## config.mk

```make
export PLATFORM = sky130hd
export DESIGN_NAME = delivery_rate_sampler
export DESIGN_NICKNAME = d
export VERILOG_FILES = /design/src/sv/drs_pkg.sv /design/src/sv/drs_front.sv /design/src/sv/drs_div.sv /design/src/sv/drs_back.sv /design/src/sv/delivery_rate_sampler.sv
export SDC_FILE = /design/constraint.sdc
export NUM_CORES = 2
export LEC_CHECK = 0
export BUFFER_PORTS_ARGS = -buffer_cell sky130_fd_sc_hd__buf_2
export CORE_MARGIN = 8
export CORE_UTILIZATION = 40
export DETAILED_ROUTE_END_ITERATION = 8
export GPL_TIMING_DRIVEN = 0
export PLACE_DENSITY = 0.55
export SLEW_MARGIN = 25
export SYNTH_ARGS = -nofsm -noshare
export SYNTH_HDL_FRONTEND = slang
export SYNTH_SLANG_ARGS = --single-unit
export TNS_END_PERCENT = 50
```

## constraint.sdc

```tcl
create_clock -name clk -period 69.8 [get_ports clk]
set_clock_uncertainty 0.2 [all_clocks]
set_input_delay 20.94 -clock clk [delete_from_list [all_inputs] [get_ports clk]]
set_output_delay 20.94 -clock clk [all_outputs]
set_load 0.01 [all_outputs]
```

## src/sv/drs_pkg.sv

```systemverilog
// ----------------------------------------------------------------------------
// drs_pkg
// Shared types and constants of the delivery rate sampler.
// ----------------------------------------------------------------------------
package drs_pkg;

  localparam int TimeW = 48;
  localparam int CntW  = 64;
  localparam int QDepth = 2;

  typedef enum logic [1:0] {
    OP_SENT  = 2'd0,
    OP_ACKED = 2'd1,
    OP_GEN   = 2'd2,
    OP_CHECK = 2'd3
  } op_t;

  typedef struct packed {
    op_t                op;
    logic [TimeW-1:0]   now;
    logic [31:0]        bytes_in_flight;
    logic               cwnd_room;
    logic               nothing_pending;
    logic [TimeW-1:0]   min_rtt;
    logic [15:0]        packet_size;
    logic               pkt_acked_already;
    logic [CntW-1:0]    pkt_delivered;
    logic [TimeW-1:0]   pkt_delivered_time;
    logic [TimeW-1:0]   pkt_first_sent_time;
    logic [TimeW-1:0]   pkt_sent_time;
    logic               pkt_app_limited;
  } cmd_t;

  typedef enum logic [1:0] {
    ST_IDLE = 2'd0,
    ST_DIV  = 2'd1,
    ST_OUT  = 2'd2
  } st_t;

endpackage

```

## src/sv/drs_front.sv

```systemverilog
// ----------------------------------------------------------------------------
// drs_front
// Accepts operations, pre-classifies them and queues them for the back end.
// ----------------------------------------------------------------------------
module drs_front (
  input  logic                 clk,
  input  logic                 rst_n,
  input  logic                 in_valid,
  output logic                 in_ready,
  input  logic [1:0]           in_op,
  input  logic [47:0]          in_now,
  input  logic [31:0]          in_bytes_in_flight,
  input  logic [31:0]          in_cwnd,
  input  logic                 in_nothing_pending,
  input  logic [47:0]          in_min_rtt,
  input  logic [15:0]          in_packet_size,
  input  logic [63:0]          in_pkt_delivered,
  input  logic [47:0]          in_pkt_delivered_time,
  input  logic [47:0]          in_pkt_first_sent_time,
  input  logic [47:0]          in_pkt_sent_time,
  input  logic                 in_pkt_app_limited,
  output logic                 q_valid,
  input  logic                 q_ready,
  output drs_pkg::cmd_t        q_cmd
);
  import drs_pkg::*;

  cmd_t       mem_r [QDepth];
  logic       wp_r, rp_r;
  logic [1:0] cnt_r;
  cmd_t       cmd;
  logic       push, pop;

  always_comb begin
    cmd.op                  = op_t'(in_op);
    cmd.now                 = in_now;
    cmd.bytes_in_flight     = in_bytes_in_flight;
    cmd.cwnd_room           = in_bytes_in_flight < in_cwnd;
    cmd.nothing_pending     = in_nothing_pending;
    cmd.min_rtt             = in_min_rtt;
    cmd.packet_size         = in_packet_size;
    cmd.pkt_acked_already   = in_pkt_delivered_time == '0;
    cmd.pkt_delivered       = in_pkt_delivered;
    cmd.pkt_delivered_time  = in_pkt_delivered_time;
    cmd.pkt_first_sent_time = in_pkt_first_sent_time;
    cmd.pkt_sent_time       = in_pkt_sent_time;
    cmd.pkt_app_limited     = in_pkt_app_limited;
  end

  assign in_ready = cnt_r != 2'(QDepth);
  assign q_valid  = cnt_r != 2'd0;
  assign q_cmd    = mem_r[rp_r];
  assign push     = in_valid && in_ready;
  assign pop      = q_valid && q_ready;

  always_ff @(posedge clk) begin
    if (push) begin
      mem_r[wp_r] <= cmd;
    end
    if (!rst_n) begin
      wp_r  <= 1'b0;
      rp_r  <= 1'b0;
      cnt_r <= 2'd0;
    end else begin
      if (push) wp_r <= ~wp_r;
      if (pop) rp_r <= ~rp_r;
      cnt_r <= cnt_r + 2'(push) - 2'(pop);
    end
  end

  a_cnt_bound: assert property (@(posedge clk) disable iff (!rst_n)
    cnt_r <= 2'(QDepth)) else $error("queue count overflow");
  a_ptr_sync: assert property (@(posedge clk) disable iff (!rst_n)
    (cnt_r == 2'd0 || cnt_r == 2'(QDepth)) |-> wp_r == rp_r)
    else $error("queue pointers out of step");
  a_full_stall: assert property (@(posedge clk) disable iff (!rst_n)
    cnt_r == 2'(QDepth) |-> !in_ready) else $error("push into full queue");

endmodule

```

## src/sv/drs_div.sv

```systemverilog
// ----------------------------------------------------------------------------
// drs_div
// Radix-2 restoring divider, 64-bit dividend by 48-bit divisor, one bit a cycle.
// ----------------------------------------------------------------------------
module drs_div (
  input  logic        clk,
  input  logic        rst_n,
  input  logic        start,
  input  logic [63:0] dividend,
  input  logic [47:0] divisor,
  output logic        busy,
  output logic        done,
  output logic [63:0] quotient
);
  import drs_pkg::*;

  logic [63:0] q_r;
  logic [48:0] rem_r;
  logic [47:0] d_r;
  logic [6:0]  cnt_r;
  logic        busy_r, done_r;
  logic [48:0] trial;
  logic [48:0] shifted;

  assign shifted  = {rem_r[47:0], q_r[63]};
  assign trial    = shifted - {1'b0, d_r};
  assign busy     = busy_r;
  assign done     = done_r;
  assign quotient = q_r;

  always_ff @(posedge clk) begin
    if (start) begin
      q_r   <= dividend;
      rem_r <= '0;
      d_r   <= divisor;
    end else if (busy_r) begin
      if (!trial[48]) begin
        rem_r <= trial;
        q_r   <= {q_r[62:0], 1'b1};
      end else begin
        rem_r <= shifted;
        q_r   <= {q_r[62:0], 1'b0};
      end
    end
    if (!rst_n) begin
      busy_r <= 1'b0;
      done_r <= 1'b0;
      cnt_r  <= '0;
    end else begin
      done_r <= 1'b0;
      if (start) begin
        busy_r <= 1'b1;
        cnt_r  <= 7'd0;
      end else if (busy_r) begin
        cnt_r <= cnt_r + 7'd1;
        if (cnt_r == 7'(CntW - 1)) begin
          busy_r <= 1'b0;
          done_r <= 1'b1;
        end
      end
    end
  end

  a_no_restart: assert property (@(posedge clk) disable iff (!rst_n)
    busy_r |-> !start) else $error("divider restarted while busy");
  a_done_pulse: assert property (@(posedge clk) disable iff (!rst_n)
    done_r |=> !done_r) else $error("done longer than one cycle");
  a_done_after: assert property (@(posedge clk) disable iff (!rst_n)
    done_r |-> $past(busy_r)) else $error("done without work");

endmodule

```

## src/sv/drs_back.sv

```systemverilog
// ----------------------------------------------------------------------------
// drs_back
// Sampler state and operation execution; generate runs the serial divider.
// ----------------------------------------------------------------------------
module drs_back (
  input  logic          clk,
  input  logic          rst_n,
  input  logic          q_valid,
  output logic          q_ready,
  input  drs_pkg::cmd_t q_cmd,
  output logic          out_valid,
  input  logic          out_ready,
  output logic          out_sample_valid,
  output logic [63:0]   out_sample_delivered,
  output logic [47:0]   out_sample_interval,
  output logic [63:0]   out_last_rate,
  output logic          out_sample_app_limited,
  output logic [63:0]   out_total_delivered,
  output logic [63:0]   out_snap_delivered,
  output logic [47:0]   out_snap_delivered_time,
  output logic [47:0]   out_snap_first_sent_time,
  output logic          out_snap_app_limited
);
  import drs_pkg::*;

  st_t         st_r, st_nxt;
  logic [63:0] dlv_r, al_mark_r, new_dlv_r, rate_r;
  logic [47:0] dstamp_r, fsent_r, new_stamp_r, sspan_r, aspan_r;
  logic        new_al_r;

  logic        ov_r;
  logic        o_sv_r, o_sal_r, o_snal_r;
  logic [63:0] o_sd_r, o_td_r, o_snd_r;
  logic [47:0] o_si_r, o_sndt_r, o_snft_r;

  logic        div_start, div_busy, div_done;
  logic [63:0] div_q;
  logic [47:0] iv;
  logic [63:0] dl;
  logic [63:0] mark_sum;
  logic        take, out_free;

  assign iv       = (aspan_r > sspan_r) ? aspan_r : sspan_r;
  assign dl       = dlv_r - new_dlv_r;
  assign mark_sum = dlv_r + 64'(q_cmd.bytes_in_flight);
  assign out_free = !ov_r || out_ready;
  assign q_ready  = st_r == ST_IDLE && out_free;
  assign take     = q_valid && q_ready;

  drs_div u_div (
    .clk      (clk),
    .rst_n    (rst_n),
    .start    (div_start),
    .dividend (dl),
    .divisor  (iv),
    .busy     (div_busy),
    .done     (div_done),
    .quotient (div_q)
  );

  always_comb begin
    st_nxt    = st_r;
    div_start = 1'b0;
    case (st_r)
      ST_IDLE: begin
        if (take && q_cmd.op == OP_GEN && new_stamp_r != '0 &&
            iv >= q_cmd.min_rtt && iv != '0) begin
          div_start = 1'b1;
          st_nxt    = ST_DIV;
        end
      end
      ST_DIV: begin
        if (div_done) st_nxt = ST_OUT;
      end
      ST_OUT: begin
        if (out_free) st_nxt = ST_IDLE;
      end
      default: st_nxt = ST_IDLE;
    endcase
  end

  always_ff @(posedge clk) begin
    if (!rst_n) begin
      st_r        <= ST_IDLE;
      ov_r        <= 1'b0;
      dlv_r       <= '0;
      dstamp_r    <= '0;
      fsent_r     <= '0;
      al_mark_r   <= '0;
      new_dlv_r   <= '0;
      new_stamp_r <= '0;
      new_al_r    <= 1'b0;
      sspan_r     <= '0;
      aspan_r     <= '0;
      rate_r      <= '0;
    end else begin
      st_r <= st_nxt;
      if (ov_r && out_ready) ov_r <= 1'b0;
      if (div_done) rate_r <= div_q;
      if (st_r == ST_OUT && out_free) begin
        ov_r   <= 1'b1;
        o_sd_r <= dl;
        o_si_r <= iv;
        o_sv_r <= 1'b1;
        o_td_r <= dlv_r;
        o_sal_r <= new_al_r;
      end
      if (take) begin
        o_sv_r   <= 1'b0;
        o_sd_r   <= '0;
        o_si_r   <= '0;
        o_snd_r  <= '0;
        o_sndt_r <= '0;
        o_snft_r <= '0;
        o_snal_r <= 1'b0;
        o_sal_r  <= new_al_r;
        o_td_r   <= dlv_r;
        ov_r     <= !div_start;
        case (q_cmd.op)
          OP_SENT: begin
            o_snd_r  <= dlv_r;
            o_snal_r <= al_mark_r != '0;
            if (q_cmd.bytes_in_flight == '0) begin
              dstamp_r <= q_cmd.now;
              fsent_r  <= q_cmd.now;
              o_sndt_r <= q_cmd.now;
              o_snft_r <= q_cmd.now;
            end else begin
              o_sndt_r <= dstamp_r;
              o_snft_r <= fsent_r;
            end
          end
          OP_ACKED: begin
            if (!q_cmd.pkt_acked_already) begin
              dlv_r    <= dlv_r + 64'(q_cmd.packet_size);
              o_td_r   <= dlv_r + 64'(q_cmd.packet_size);
              dstamp_r <= q_cmd.now;
              if (q_cmd.pkt_delivered > new_dlv_r) begin
                new_dlv_r   <= q_cmd.pkt_delivered;
                new_stamp_r <= q_cmd.pkt_delivered_time;
                new_al_r    <= q_cmd.pkt_app_limited;
                o_sal_r     <= q_cmd.pkt_app_limited;
                sspan_r     <= q_cmd.pkt_sent_time - q_cmd.pkt_first_sent_time;
                aspan_r     <= q_cmd.now - q_cmd.pkt_delivered_time;
                fsent_r     <= q_cmd.pkt_sent_time;
              end
            end
          end
          OP_GEN: begin
            if (al_mark_r != '0 && dlv_r > al_mark_r) al_mark_r <= '0;
            if (new_stamp_r != '0) begin
              o_sd_r <= dl;
              if (iv >= q_cmd.min_rtt) begin
                o_sv_r <= 1'b1;
                o_si_r <= iv;
              end
            end
          end
          OP_CHECK: begin
            if (q_cmd.cwnd_room && q_cmd.nothing_pending) begin
              al_mark_r <= (mark_sum != '0) ? mark_sum : 64'd1;
            end
          end
          default: ;
        endcase
      end
    end
  end

  assign out_valid                = ov_r;
  assign out_sample_valid         = o_sv_r;
  assign out_sample_delivered     = o_sd_r;
  assign out_sample_interval      = o_si_r;
  assign out_last_rate            = rate_r;
  assign out_sample_app_limited   = o_sal_r;
  assign out_total_delivered      = o_td_r;
  assign out_snap_delivered       = o_snd_r;
  assign out_snap_delivered_time  = o_sndt_r;
  assign out_snap_first_sent_time = o_snft_r;
  assign out_snap_app_limited     = o_snal_r;

  a_div_state: assert property (@(posedge clk) disable iff (!rst_n)
    div_busy |-> st_r == ST_DIV) else $error("divider busy outside divide state");
  a_no_take: assert property (@(posedge clk) disable iff (!rst_n)
    st_r != ST_IDLE |-> !q_ready) else $error("dequeue while dividing");
  a_div_done_st: assert property (@(posedge clk) disable iff (!rst_n)
    div_done |-> st_r == ST_DIV) else $error("stray divider result");

endmodule

```

## src/sv/delivery_rate_sampler.sv

```systemverilog
// ----------------------------------------------------------------------------
// delivery_rate_sampler
// Congestion-control delivery-rate sampler: sent, acked, generate, check.
// ----------------------------------------------------------------------------
// Each operation yields one result beat. Sent, acked, check and generate
// operations that are rejected or have a zero interval are handled directly
// in the back end; a generate that computes a rate first runs the
// one-bit-per-cycle 64-bit serial divider. A two-entry queue sits in front,
// and out_last_rate reflects the rate at the time the beat is presented.
// ----------------------------------------------------------------------------
module delivery_rate_sampler (
  input  logic        clk,
  input  logic        rst_n,
  input  logic        in_valid,
  output logic        in_ready,
  input  logic [1:0]  in_op,
  input  logic [47:0] in_now,
  input  logic [31:0] in_bytes_in_flight,
  input  logic [31:0] in_cwnd,
  input  logic        in_nothing_pending,
  input  logic [47:0] in_min_rtt,
  input  logic [15:0] in_packet_size,
  input  logic [63:0] in_pkt_delivered,
  input  logic [47:0] in_pkt_delivered_time,
  input  logic [47:0] in_pkt_first_sent_time,
  input  logic [47:0] in_pkt_sent_time,
  input  logic        in_pkt_app_limited,
  output logic        out_valid,
  input  logic        out_ready,
  output logic        out_sample_valid,
  output logic [63:0] out_sample_delivered,
  output logic [47:0] out_sample_interval,
  output logic [63:0] out_last_rate,
  output logic        out_sample_app_limited,
  output logic [63:0] out_total_delivered,
  output logic [63:0] out_snap_delivered,
  output logic [47:0] out_snap_delivered_time,
  output logic [47:0] out_snap_first_sent_time,
  output logic        out_snap_app_limited
);
  import drs_pkg::*;

  logic q_valid, q_ready;
  cmd_t q_cmd;

  drs_front u_front (
    .clk                    (clk),
    .rst_n                  (rst_n),
    .in_valid               (in_valid),
    .in_ready               (in_ready),
    .in_op                  (in_op),
    .in_now                 (in_now),
    .in_bytes_in_flight     (in_bytes_in_flight),
    .in_cwnd                (in_cwnd),
    .in_nothing_pending     (in_nothing_pending),
    .in_min_rtt             (in_min_rtt),
    .in_packet_size         (in_packet_size),
    .in_pkt_delivered       (in_pkt_delivered),
    .in_pkt_delivered_time  (in_pkt_delivered_time),
    .in_pkt_first_sent_time (in_pkt_first_sent_time),
    .in_pkt_sent_time       (in_pkt_sent_time),
    .in_pkt_app_limited     (in_pkt_app_limited),
    .q_valid                (q_valid),
    .q_ready                (q_ready),
    .q_cmd                  (q_cmd)
  );

  drs_back u_back (
    .clk                      (clk),
    .rst_n                    (rst_n),
    .q_valid                  (q_valid),
    .q_ready                  (q_ready),
    .q_cmd                    (q_cmd),
    .out_valid                (out_valid),
    .out_ready                (out_ready),
    .out_sample_valid         (out_sample_valid),
    .out_sample_delivered     (out_sample_delivered),
    .out_sample_interval      (out_sample_interval),
    .out_last_rate            (out_last_rate),
    .out_sample_app_limited   (out_sample_app_limited),
    .out_total_delivered      (out_total_delivered),
    .out_snap_delivered       (out_snap_delivered),
    .out_snap_delivered_time  (out_snap_delivered_time),
    .out_snap_first_sent_time (out_snap_first_sent_time),
    .out_snap_app_limited     (out_snap_app_limited)
  );

endmodule

```

==> reports/metrics.json <==
{
  "critical_path": {
    "critPathMaxFanout": 9,
    "worstSetupPathType": "in -> reg",
    "worst_path_required_time_ps": 70130,
    "worst-endpoint-arrival_ps": 26570,
    "critPathCaptureType": "flop",
    "startpoint_type": "input pin"
  },
  "layout": {
    "final_area_um2": 101000,
    "layout-drive-gt1-share_pct": 16.1,
    "area_growth_pct": 18.6,
    "design.final.nets": 9751,
    "final.fill_count": 19611
  },
  "clock_network": {
    "cts.clk_slew.worst_paths_ps": 60,
    "cts-root-to-sink-buffers": 3,
    "cts_hold_buf": 0,
    "cts_root_buffer": "sky130_fd_sc_hd__clkbuf_16",
    "clk-insertion-delay-late_ps": 880,
    "cts_htree_levels": 4,
    "cts_tree": "done",
    "tritoncts.num_buffers": 189,
    "cts_sinks": 1729,
    "cts.repair_timing.setup_buffer_count": 0,
    "cts-resized-gates": 0
  },
  "placed_design": {
    "place.port_buffers": 795,
    "postPlaceCellArea_um2": 93900,
    "detailedPlacementHpwl_mm": 255,
    "globalplace.congestion": 0.965
  },
  "yosys": {
    "yosysWarnings": 0,
    "yosys_most_used_dff": "sky130_fd_sc_hd__edfxtp_1",
    "synth_top_cells_by_area": "sky130_fd_sc_hd__edfxtp_1 (41%), sky130_fd_sc_hd__dfxtp_1 (13%), sky130_fd_sc_hd__ha_1 (7.5%)",
    "yosysTopAreaCellShare_pct": 41.3,
    "synth-edff-count": 1167,
    "yosys-top-cells-count": "sky130_fd_sc_hd__edfxtp_1 (1167), sky130_fd_sc_hd__nor2_1 (711), sky130_fd_sc_hd__nand2_1 (687)",
    "syn_area_um2": 84900,
    "yosysUniqueCellTypes": 91,
    "ys_seq_elements": 1729,
    "avgSynthCellArea_um2": 10.9,
    "synth_most_common_cell": "sky130_fd_sc_hd__edfxtp_1",
    "synthesized_net_count": 8673,
    "syn_inst": 7764,
    "post-synth-top-area-cell": "sky130_fd_sc_hd__edfxtp_1",
    "yosysSeqAreaShare_pct": 54.5,
    "synth-async-reset-ratio_pct": 0
  },
  "timing": {
    "timing.final.crit_share_pct": 37.6,
    "max_slew.worst_pin.slew_ps": 1140,
    "finalSetupTns_ps": 0,
    "fmaxAchievable_mhz": 38.1,
    "timing.final.max_slew_violations": 0,
    "setup_viol_count_final": 0,
    "slew_headroom_pct": 23.0,
    "holdWs_ps": 262,
    "grt_setup_unrepaired": "false",
    "finalWorstPathRequiredPeriod_ps": 26240,
    "hold_viol_final": 0
  },
  "power": {
    "part_of_the_total_power_dissipated_in_combinational_logic_pct": 41.9,
    "p_seq_share_pct": 32.8,
    "clock_power_share_pct": 25.4,
    "switching_power_total_mw": 1.67,
    "max_vdd_drop_mv": 0.0540,
    "swShare_pct": 40.4,
    "internal_power_mw": 2.46,
    "power.density_nw_per_um2": 41.0,
    "p_leak_nw": 39.2
  },
  "route": {
    "vias": 66276,
    "route.detailed.drc": 0,
    "vias_per_std_cell": 5.58,
    "drt_iter0_drc": 6012,
    "met1Wirelength_mm": 138,
    "avgRoutedWirePerCell_um": 26.7,
    "highest-signal-layer": "met5",
    "wl_met2_mm": 143,
    "met3_length_mm": 24.7,
    "count_of_tritonroute_iterations_in_the_first_routing_pass": 6,
    "post_route_antenna_net_violation_count": 0,
    "routed_wl_mm": 317
  },
  "floorplan": {
    "core_area_um2": 212000,
    "start_util_pct": 40.1,
    "top_level_ports": 797,
    "die_w_um": 477,
    "die_h_um": 477,
    "placementRows": 169,
    "die_area_um2": 227000
  },
  "global_route": {
    "grt_overflow_total": 0,
    "grt_start_max_net_pins": 51,
    "grt.total_usage_pct": 26.7,
    "wire_length_of_the_first_global_routing_pass_mm": 452,
    "first_global_vias": 65156,
    "grt_antenna_before_repair": 130
  },
  "outcome": {
    "run_status": "completed"
  },
  "worst_hold_path": {
    "worst_hold_path_type": "reg -> reg"
  },
  "flow_run": {
    "drv.max_cap_violation_count": 0
  }
}
[logic make-up (layout without fill, tap and decap cells)]
group | Yosys count | in the layout | share of synthesized area, %
and+or+nand+nor | 2325 | 2325 | 12.8
DFF | 1729 | 1729 | 54.5
AOI/OAI and AO/OA | 1698 | 1698 | 13.2
buffers and inverters | 771 | 2015 | 3.46
adders and majority gates | 517 | 517 | 7.67
muxes | 434 | 434 | 5.36
xor gates and xnor gates | 290 | 290 | 2.99
other | 0 | 59 | 0
[power by group through the flow]
stage / Sequential, mW / Combinational, mW / Clock (mW)
2_1_floorplan: 1.42 / 1.00 / 0
3_3_place_gp: 1.47 / 1.64 / 0
3_5_place_dp: 1.37 / 1.70 / 0
4_1_cts: 1.35 / 1.71 / 1.07
5_1_grt: 1.36 / 1.85 / 1.11
6_report: 1.35 / 1.73 / 1.05
[worst max-delay path, cell delays in order]
cell,delay [ps]
sky130_fd_sc_hd__clkbuf_1,780
sky130_fd_sc_hd__inv_1,500
sky130_fd_sc_hd__clkbuf_2,450
sky130_fd_sc_hd__clkbuf_2,310
sky130_fd_sc_hd__buf_16,210
sky130_fd_sc_hd__nor4_2,740
sky130_fd_sc_hd__buf_2,330
sky130_fd_sc_hd__buf_2,230
sky130_fd_sc_hd__buf_2,240
sky130_fd_sc_hd__buf_2,240
sky130_fd_sc_hd__buf_4,180
sky130_fd_sc_hd__buf_2,210
sky130_fd_sc_hd__buf_2,230
sky130_fd_sc_hd__buf_2,240
sky130_fd_sc_hd__buf_2,240
sky130_fd_sc_hd__buf_2,230
sky130_fd_sc_hd__buf_2,220
[sequential cells by signal, indices dropped and copies added, names as in the netlist, 64 cells and up, named ones only]
signal / count
u_back.out_sample_delivered: 64
u_back.dlv_r: 64
u_back.out_snap_delivered: 64
u_back.al_mark_r: 64
u_back.out_last_rate: 64
u_back.new_dlv_r: 64
u_back.u_div.quotient: 64
u_back.out_total_delivered: 64
u_front.mem_r: 716
[cell type report]
| cell class | instances | area [um2] | share of cell area (%) |
|---|---|---|---|
| inverter | 404 | 1520 | 1.51 |
| clock inverter | 102 | 1440 | 1.43 |
| timing repair buffer | 887 | 5380 | 5.34 |
| multi-input combinational | 5264 | 35800 | 35.6 |
| tap | 2821 | 3530 | 3.51 |
| clock buffer | 255 | 5130 | 5.09 |
| antenna | 59 | 148 | 0.147 |
| buffer | 367 | 1470 | 1.46 |
| sequential | 1729 | 46300 | 46.0 |
[final timing paths]
check	from	slack, ps	endpoint	cells past startpoint
setup reg to reg	flop	59300	u_back.new_dlv_r[2]$_SDFFE_PN0P_	22
hold / removal	u_back.u_div.rem_r[3]$_SDFFE_PP0P_	260	u_back.u_div.rem_r[4]$_SDFFE_PP0P_	2
hold reg to reg	u_back.u_div.rem_r[3]$_SDFFE_PP0P_	260	u_back.u_div.rem_r[4]$_SDFFE_PP0P_	2
setup / recovery	rst_n	43560	u_back.out_total_delivered[14]$_DFFE_PP_	17
[routing by layer]
metal  GRT usage, %  up-vias
li1               -    30702
met1           35.7    32593
met2           42.5     2403
met3           6.38      488
met4           8.90       90
met5              0        -
[layout by cell type, fill, tap and decap left out, types with 163 or more instances in the layout]
cell type / n
sky130_fd_sc_hd__clkbuf_1: 320
sky130_fd_sc_hd__xnor2_1: 184
sky130_fd_sc_hd__buf_2: 841
sky130_fd_sc_hd__and2_1: 199
sky130_fd_sc_hd__ha_1: 511
sky130_fd_sc_hd__a21oi_1: 397
sky130_fd_sc_hd__inv_1: 404
sky130_fd_sc_hd__edfxtp_1: 1167
sky130_fd_sc_hd__mux2_2: 163
sky130_fd_sc_hd__mux2i_1: 271
sky130_fd_sc_hd__nor2_1: 708
sky130_fd_sc_hd__clkbuf_16: 189
sky130_fd_sc_hd__dfxtp_1: 562
sky130_fd_sc_hd__nand3_1: 170
sky130_fd_sc_hd__a21o_1: 206
sky130_fd_sc_hd__a211oi_1: 208
sky130_fd_sc_hd__nand2_1: 687
sky130_fd_sc_hd__o21ai_0: 318
[metrics by stage]
step | utilization, % | worst slack (ps) | total power, mW | cells
2_1_floorplan | - | 29870 | 2.43 | 7764
3_3_place_gp | 43.7 | 15290 | 3.12 | 11380
3_5_place_dp | 44.4 | 42740 | 3.07 | 11470
4_1_cts | 47.5 | 43630 | 4.13 | 11827
5_1_grt | 47.5 | 43450 | 4.32 | 11847
6_report | 47.6 | 43560 | 4.13 | 11888
No activity file was read; power rests on OpenSTA's default activity.
